**src/rtl/core/lis_pkg.sv**
```systemverilog
`timescale 1ns / 1ps

package lis_pkg;

	localparam int VALUE_W = 32;
	localparam int LEN_W   = 7;
	localparam int ADDR_W  = 6;

	typedef struct packed {
		logic signed [VALUE_W-1:0] sample_value;
		logic                      end_of_set;
	} sample_word_t;

	typedef struct packed {
		logic signed [VALUE_W-1:0] seq_value;
		logic [LEN_W-1:0]          seq_length;
		logic                      final_flag;
		logic                      overflow_flag;
	} result_word_t;

	typedef struct packed {
		logic [LEN_W-1:0]  run_length;
		logic [ADDR_W-1:0] predecessor;
	} dp_entry_t;

	typedef struct packed {
		logic signed [VALUE_W-1:0] path_value;
		dp_entry_t                 dp;
	} aux_entry_t;

	typedef struct packed {
		logic                      val_we;
		logic [ADDR_W-1:0]         val_waddr;
		logic signed [VALUE_W-1:0] val_wdata;
		logic                      rd_en;
		logic [ADDR_W-1:0]         raddr;
		logic                      dp_we;
		logic                      path_we;
		logic [ADDR_W-1:0]         aux_waddr;
		dp_entry_t                 dp_wdata;
		logic signed [VALUE_W-1:0] path_wdata;
	} mem_req_t;

	typedef struct packed {
		logic signed [VALUE_W-1:0] val_rdata;
		dp_entry_t                 dp_rdata;
		logic signed [VALUE_W-1:0] path_rdata;
	} mem_rsp_t;

endpackage

```
**src/rtl/core/lis_seq.sv**
```systemverilog
`timescale 1ns / 1ps

module lis_seq #(
	parameter int MAX_ITEMS = 64
) (
	input  logic                  clk,
	input  logic                  arst_n,
	input  logic                  sample_valid,
	output logic                  sample_ready,
	input  lis_pkg::sample_word_t sample,
	output lis_pkg::mem_req_t     mem_req,
	input  lis_pkg::mem_rsp_t     mem_rsp,
	input  logic                  out_free,
	output logic                  emit_load,
	output lis_pkg::result_word_t emit_word
);
	import lis_pkg::*;

	localparam int IW = (MAX_ITEMS > 1) ? $clog2(MAX_ITEMS) : 1;
	localparam int CW = $clog2(MAX_ITEMS + 1);

	typedef enum logic [3:0] {
		S_LOAD,
		S_FETCH,
		S_LATCH,
		S_SCAN,
		S_WRITE,
		S_WREAD,
		S_WSTORE,
		S_EREAD,
		S_ELOAD
	} state_t;

	state_t                    state_q;
	logic [CW-1:0]             count_q;
	logic                      ovf_q;
	logic [IW-1:0]             i_q;
	logic [IW-1:0]             j_q;
	logic signed [VALUE_W-1:0] vi_q;
	logic [LEN_W-1:0]          len_q;
	logic [IW-1:0]             pred_q;
	logic [LEN_W-1:0]          best_len_q;
	logic [IW-1:0]             best_end_q;
	logic                      scan_s1;
	logic [IW-1:0]             j_s1;
	logic [IW-1:0]             pos_q;
	logic [LEN_W-1:0]          k_q;
	logic [LEN_W-1:0]          e_q;

	logic             room;
	logic             more_j;
	logic [LEN_W:0]   cand_len;
	logic             hit;
	logic             longer;
	logic [LEN_W-1:0] next_best_len;
	logic [IW-1:0]    next_best_end;
	logic             last_i;
	logic             last_e;

	assign room     = count_q < CW'(MAX_ITEMS);
	assign more_j   = j_q < i_q;
	assign cand_len = {1'b0, mem_rsp.dp_rdata.run_length} + (LEN_W + 1)'(1);
	assign hit      = scan_s1 && (mem_rsp.val_rdata < vi_q) && (cand_len > {1'b0, len_q});
	assign longer   = len_q > best_len_q;
	assign next_best_len = longer ? len_q : best_len_q;
	assign next_best_end = longer ? i_q : best_end_q;
	assign last_i   = (CW'(i_q) + CW'(1)) == count_q;
	assign last_e   = e_q == (best_len_q - LEN_W'(1));

	assign sample_ready = state_q == S_LOAD;
	assign emit_load    = (state_q == S_ELOAD) && out_free;

	assign emit_word.seq_value     = mem_rsp.path_rdata;
	assign emit_word.seq_length    = best_len_q;
	assign emit_word.final_flag    = last_e;
	assign emit_word.overflow_flag = ovf_q;

	always_comb begin
		mem_req = '0;
		unique case (state_q)
			S_LOAD: begin
				mem_req.val_we    = sample_valid && room;
				mem_req.val_waddr = ADDR_W'(count_q[IW-1:0]);
				mem_req.val_wdata = sample.sample_value;
			end
			S_FETCH: begin
				mem_req.rd_en = 1'b1;
				mem_req.raddr = ADDR_W'(i_q);
			end
			S_SCAN: begin
				mem_req.rd_en = more_j;
				mem_req.raddr = ADDR_W'(j_q);
			end
			S_WRITE: begin
				mem_req.dp_we                = 1'b1;
				mem_req.aux_waddr            = ADDR_W'(i_q);
				mem_req.dp_wdata.run_length  = len_q;
				mem_req.dp_wdata.predecessor = ADDR_W'(pred_q);
			end
			S_WREAD: begin
				mem_req.rd_en = 1'b1;
				mem_req.raddr = ADDR_W'(pos_q);
			end
			S_WSTORE: begin
				mem_req.path_we    = 1'b1;
				mem_req.aux_waddr  = ADDR_W'(k_q - LEN_W'(1));
				mem_req.path_wdata = mem_rsp.val_rdata;
			end
			S_EREAD: begin
				mem_req.rd_en = 1'b1;
				mem_req.raddr = ADDR_W'(e_q);
			end
			S_LATCH, S_ELOAD: begin
			end
			default: begin
			end
		endcase
	end

	always_ff @(posedge clk or negedge arst_n) begin
		if (!arst_n) begin
			state_q    <= S_LOAD;
			count_q    <= '0;
			ovf_q      <= 1'b0;
			i_q        <= '0;
			j_q        <= '0;
			vi_q       <= '0;
			scan_s1    <= 1'b0;
			j_s1       <= '0;
			best_len_q <= LEN_W'(1);
			best_end_q <= '0;
			pos_q      <= '0;
			k_q        <= '0;
			e_q        <= '0;
			len_q      <= LEN_W'(1);
			pred_q     <= '0;
		end else begin
			unique case (state_q)
				S_LOAD: begin
					if (sample_valid) begin
						if (room) begin
							count_q <= count_q + CW'(1);
						end else begin
							ovf_q <= 1'b1;
						end
						if (sample.end_of_set) begin
							i_q        <= '0;
							best_len_q <= LEN_W'(1);
							best_end_q <= '0;
							state_q    <= S_FETCH;
						end
					end
				end
				S_FETCH: begin
					state_q <= S_LATCH;
				end
				S_LATCH: begin
					vi_q    <= mem_rsp.val_rdata;
					len_q   <= LEN_W'(1);
					pred_q  <= i_q;
					j_q     <= '0;
					scan_s1 <= 1'b0;
					state_q <= S_SCAN;
				end
				S_SCAN: begin
					scan_s1 <= more_j;
					j_s1    <= j_q;
					if (more_j) begin
						j_q <= j_q + IW'(1);
					end
					if (hit) begin
						len_q  <= cand_len[LEN_W-1:0];
						pred_q <= j_s1;
					end
					if (!more_j && !scan_s1) begin
						state_q <= S_WRITE;
					end
				end
				S_WRITE: begin
					best_len_q <= next_best_len;
					best_end_q <= next_best_end;
					if (last_i) begin
						pos_q   <= next_best_end;
						k_q     <= next_best_len;
						state_q <= S_WREAD;
					end else begin
						i_q     <= i_q + IW'(1);
						state_q <= S_FETCH;
					end
				end
				S_WREAD: begin
					state_q <= S_WSTORE;
				end
				S_WSTORE: begin
					if (mem_rsp.dp_rdata.run_length > LEN_W'(1)) begin
						pos_q <= mem_rsp.dp_rdata.predecessor[IW-1:0];
					end
					k_q <= k_q - LEN_W'(1);
					if (k_q == LEN_W'(1)) begin
						e_q     <= '0;
						state_q <= S_EREAD;
					end else begin
						state_q <= S_WREAD;
					end
				end
				S_EREAD: begin
					state_q <= S_ELOAD;
				end
				S_ELOAD: begin
					if (out_free) begin
						e_q <= e_q + LEN_W'(1);
						if (last_e) begin
							count_q <= '0;
							ovf_q   <= 1'b0;
							state_q <= S_LOAD;
						end else begin
							state_q <= S_EREAD;
						end
					end
				end
				default: begin
					state_q <= S_LOAD;
				end
			endcase
		end
	end

	a_len_bound: assert property (@(posedge clk) disable iff (!arst_n)
		(state_q == S_WRITE) |-> (len_q != '0 && int'(len_q) <= int'(i_q) + 1))
		else $error("run length out of range for its position");

	a_no_same_entry: assert property (@(posedge clk) disable iff (!arst_n)
		(mem_req.rd_en && (mem_req.dp_we || mem_req.path_we)) |->
		(mem_req.raddr != mem_req.aux_waddr))
		else $error("read and write of the same entry in one cycle");

	a_walk_len: assert property (@(posedge clk) disable iff (!arst_n)
		(state_q == S_WREAD) |-> (k_q != '0 && k_q <= best_len_q))
		else $error("walk-back slot out of range");

	a_emit_free: assert property (@(posedge clk) disable iff (!arst_n)
		emit_load |=> $past(state_q) == S_ELOAD && state_q != S_ELOAD)
		else $error("result load did not advance the emitter");

endmodule

```
**config.mk**
```make
export PLATFORM = sky130hd
export DESIGN_NAME = lis_seq
export DESIGN_NICKNAME = d
export VERILOG_FILES = /design/src/rtl/core/lis_pkg.sv /design/src/rtl/core/lis_seq.sv
export SDC_FILE = /design/constraint.sdc
export NUM_CORES = 1
export LEC_CHECK = 0
export BUFFER_PORTS_ARGS = -buffer_cell sky130_fd_sc_hd__buf_2
export CORE_ASPECT_RATIO = 2
export CORE_MARGIN = 4
export CORE_UTILIZATION = 30
export CTS_CLUSTER_DIAMETER = 50
export DETAILED_ROUTE_END_ITERATION = 6
export PLACE_DENSITY = 0.48
export SETUP_SLACK_MARGIN = 0.5
export SLEW_MARGIN = 20
export SYNTH_ARGS = -nofsm -noshare
export SYNTH_HDL_FRONTEND = slang
export SYNTH_SLANG_ARGS = --single-unit
```
**constraint.sdc**
```tcl
create_clock -name clk -period 2.6 [get_ports clk]
set_input_delay 0.52 -clock clk [delete_from_list [all_inputs] [get_ports clk]]
set_output_delay 0.52 -clock clk [all_outputs]
set_load 0.01 [all_outputs]
```
==> flow_summary.ini <==
[die]
die_y_um = 237
fp.dieW_um = 123
row_count = 83
start_util_pct = 30.5
dieArea_um2 = 29100
core_um2 = 25900
num_io_pins = 256

[cells_and_area]
area_growth_pct = 70.8
utilization_pct = 52.1
fin_area_um2 = 13500
antennaDiodeCount = 0
fin_nets = 1445
layout-drive-gt1-share_pct = 54.8

[yosys]
netlist_area_um2 = 7890
ys.flop_type = dfrtp_1
synth_edf_count = 0
ys_ff_latch = 109
synth.avg_cell_area_um2 = 8.49
synthArstFlopShare_pct = 100
synth_cell_type_count = 78
synthCells = 930
synth_top_area_cell = dfrtp_1
yosys_warnings = 0
yosysSeqAreaShare_pct = 34.6
synth.area.top_cells = dfrtp_1 34%, ha_1 9.4%, and2_1 5.8%, nand2_1 5.7%, o21ai_0 4.8%
synth_nets = 1103
yosys.area.top_type_share_pct = 33.9

[cts]
clock_sinks = 109
worstSkewPairLatency_ns = 0.38
cts_max_level = 3
cts_root_buf = clkbuf_16
numCtsBuffers = 9
clk_pin_slew_ns = 0.08
cts_buffer_depth = 2
cts_tree = yes

[routing]
totalWireLength_um = 30900
firstDrtPassIters = 4
wire_per_inst_um = 19.1
drc = 0
ant_nets = 0
vias_per_cell = 4.96
vias = 8021
drtIter0Drc = 341

[status]
status = finished with violations
violations = setup timing

[worst_setup_path]
arrival_ns = 2.21
cpMaxStageDelayCell = dfstp_2
r2r_start = best_len_q[0]$_DFFE_PN1P_
critPathMaxStageDelay_ns = 0.61
crit_path_start_kind = flop
worstPathMaxFanout = 6
cp.required_ns = 2.08
path_cells = inv_4 -> ha_4 -> and4b_1 -> o21ai_1 -> a22oi_2 -> buf_6 -> nand3_4 -> inv_4 -> buf_6
rrSetupSlack_ns = -0.06
endpoint_kind = primary output
critical_path_class = reg2out
regToRegEndpoint = pos_q[4]$_DFFE_PN0P_
timing.reg2reg.worst_path_depth = 12

[global_routing]
grt_pass1_vias = 8381
overflow = 0
grt_util_all_layers_pct = 20.9
grt_max_degree = 70
grt_pass1_wl_um = 46400
antenna_found_initial = 0

[sta]
tns_ns = -0.583
setup_slack_ns = -0.134
rsz0062_at_grt = yes
period_share_pct = 105
slew_headroom_pct = 58.8
finalHoldViolCount = 0
finalCriticalPeriod_ns = 2.73
maxSlewViolCount = 0
clock_skew_ns = 0.0139
setup_viol = 14
tightest_slew_ns = 0.611
fmax_mhz = 366

[placement]
gp_congestion = 0.812
dp.final_hpwl_um = 21200
place_area_um2 = 9890
io_buffers = 191

[pwr]
finalPower_mw = 16.5
ir_worst_vdd_uv = 1110
p_per_area_nw_per_um2 = 1230
p_leak_nw = 6.19

[worst_hold_path]
hold_path_class = in2async

[job]
maxCapViolations = 0
==> cells in the final DEF, fill, tap and decap left out, types with 40 or more instances in the layout <==
cell type	synthesis	final
ha_1	59	44
and2_4	0	67
buf_4	35	141
buf_6	2	135
o21ai_0	75	57
dfrtp_1	107	100
inv_1	75	60
nand2_1	120	102
nor2_1	63	40
buf_2	8	92
==> stage by stage <==
step	hold WS, ns	cells	worst slack (ns)
final	0.123	1617	-0.134
after global routing	0.151	1617	-0.207
after CTS	0.144	1572	-0.176
after detailed placement	0.471	1492	-0.506
after global placement	0.463	1492	-0.417
after floorplan	0.224	930	-0.0342
==> report_power, final <==
group,total [mW],switching (mW),leakage [nW],internal (mW)
Combinational,12.2,5.73,4.67,6.51
Sequential,2.95,0.575,1.38,2.38
Clock,1.35,0.706,0.135,0.647
==> area by class of cell <==
type	instances	area [um^2]
tap	340	425
fill	2337	12400
timing repair buffer	408	3950
sequential	109	2740
clock buffer	9	225
inverter	75	314
multi-input combinational	669	5790
clock inverter	7	41.3
==> per-layer routing <==
layer  wire length (um)  global-route usage [%]  vias to the layer above
met5                  0                       0                        -
met4               1270                    9.01                        0
met3               1080                    3.10                       71
met2              17800                    40.9                      188
met1              10800                    21.1                     3922
li1                   -                       -                     3840
==> how the worst max path moves through the flow <==
| stage | from | end | slack, ns | depth (start not counted) |
|---|---|---|---|---|
| floorplan | mem_rsp[38] | pred_q[0]$_DFFE_PN0P_ | -0.03 | 11 |
| global placement | mem_rsp[38] | len_q[4]$_DFFE_PN0P_ | -0.42 | 13 |
| detailed placement | mem_rsp[38] | pred_q[1]$_DFFE_PN0P_ | -0.51 | 14 |
| CTS | best_len_q[0]$_DFFE_PN1P_ | emit_word[1] | -0.18 | 9 |
| global route | best_len_q[0]$_DFFE_PN1P_ | emit_word[1] | -0.21 | 9 |
| finish | best_len_q[0]$_DFFE_PN1P_ | emit_word[1] | -0.13 | 9 |
==> logic make-up (layout without fill, tap and decap cells) <==
family,after synthesis,in the layout,synth area share [%]
AND/OR/NAND/NOR,348,348,22.3
buffers and inverters,152,499,9.21
flip-flops,109,109,34.6
XOR/XNOR,32,32,3.73
multiplexers,19,19,2.52
AO/OA/AOI/OAI,211,211,18.3
adder cells (fa/ha/maj),59,59,9.35
==> worst max-delay path, delay by kind of cell (launching register included) <==
family	cells	cell delay, ns
flops	1	0.61
buf+inv	4	0.40
simple gates	2	0.33
compound gates	2	0.31
fa+ha+maj	1	0.18
==> sequential cells by signal (all words and copies together) (netlist names) <==
name	cells
vi_q	32
pred_q	6
e_q	7
k_q	7
j_q	6
state_q	4
count_q	7
j_s1	6
best_len_q	7
best_end_q	6
ovf_q	1
scan_s1	1
i_q	6
pos_q	6
len_q	7
==> Yosys cell counts (8+ instances only) <==
| master | number |
|---|---|
| a21o_1 | 11 |
| a21oi_1 | 46 |
| a21oi_2 | 9 |
| and2_1 | 73 |
| buf_2 | 8 |
| buf_4 | 35 |
| clkbuf_1 | 32 |
| dfrtp_1 | 107 |
| ha_1 | 59 |
| inv_1 | 75 |
| mux2i_1 | 12 |
| nand2_1 | 120 |
| nand3_1 | 19 |
| nand4_1 | 13 |
| nor2_1 | 63 |
| nor3_1 | 10 |
| o21ai_0 | 75 |
| or3_1 | 10 |
| xnor2_1 | 20 |
| xor2_1 | 11 |
==> timing repair <==
action                                  4_1_cts  5_1_grt
setup buffers                                52       40
pin swaps                                    52      108
endpoints found under the setup margin      161      169
resized for setup                           275      208
gates cloned                                 12        5
hold buffers                                  0        0
Note: power is estimated with default switching activity, not from simulation.
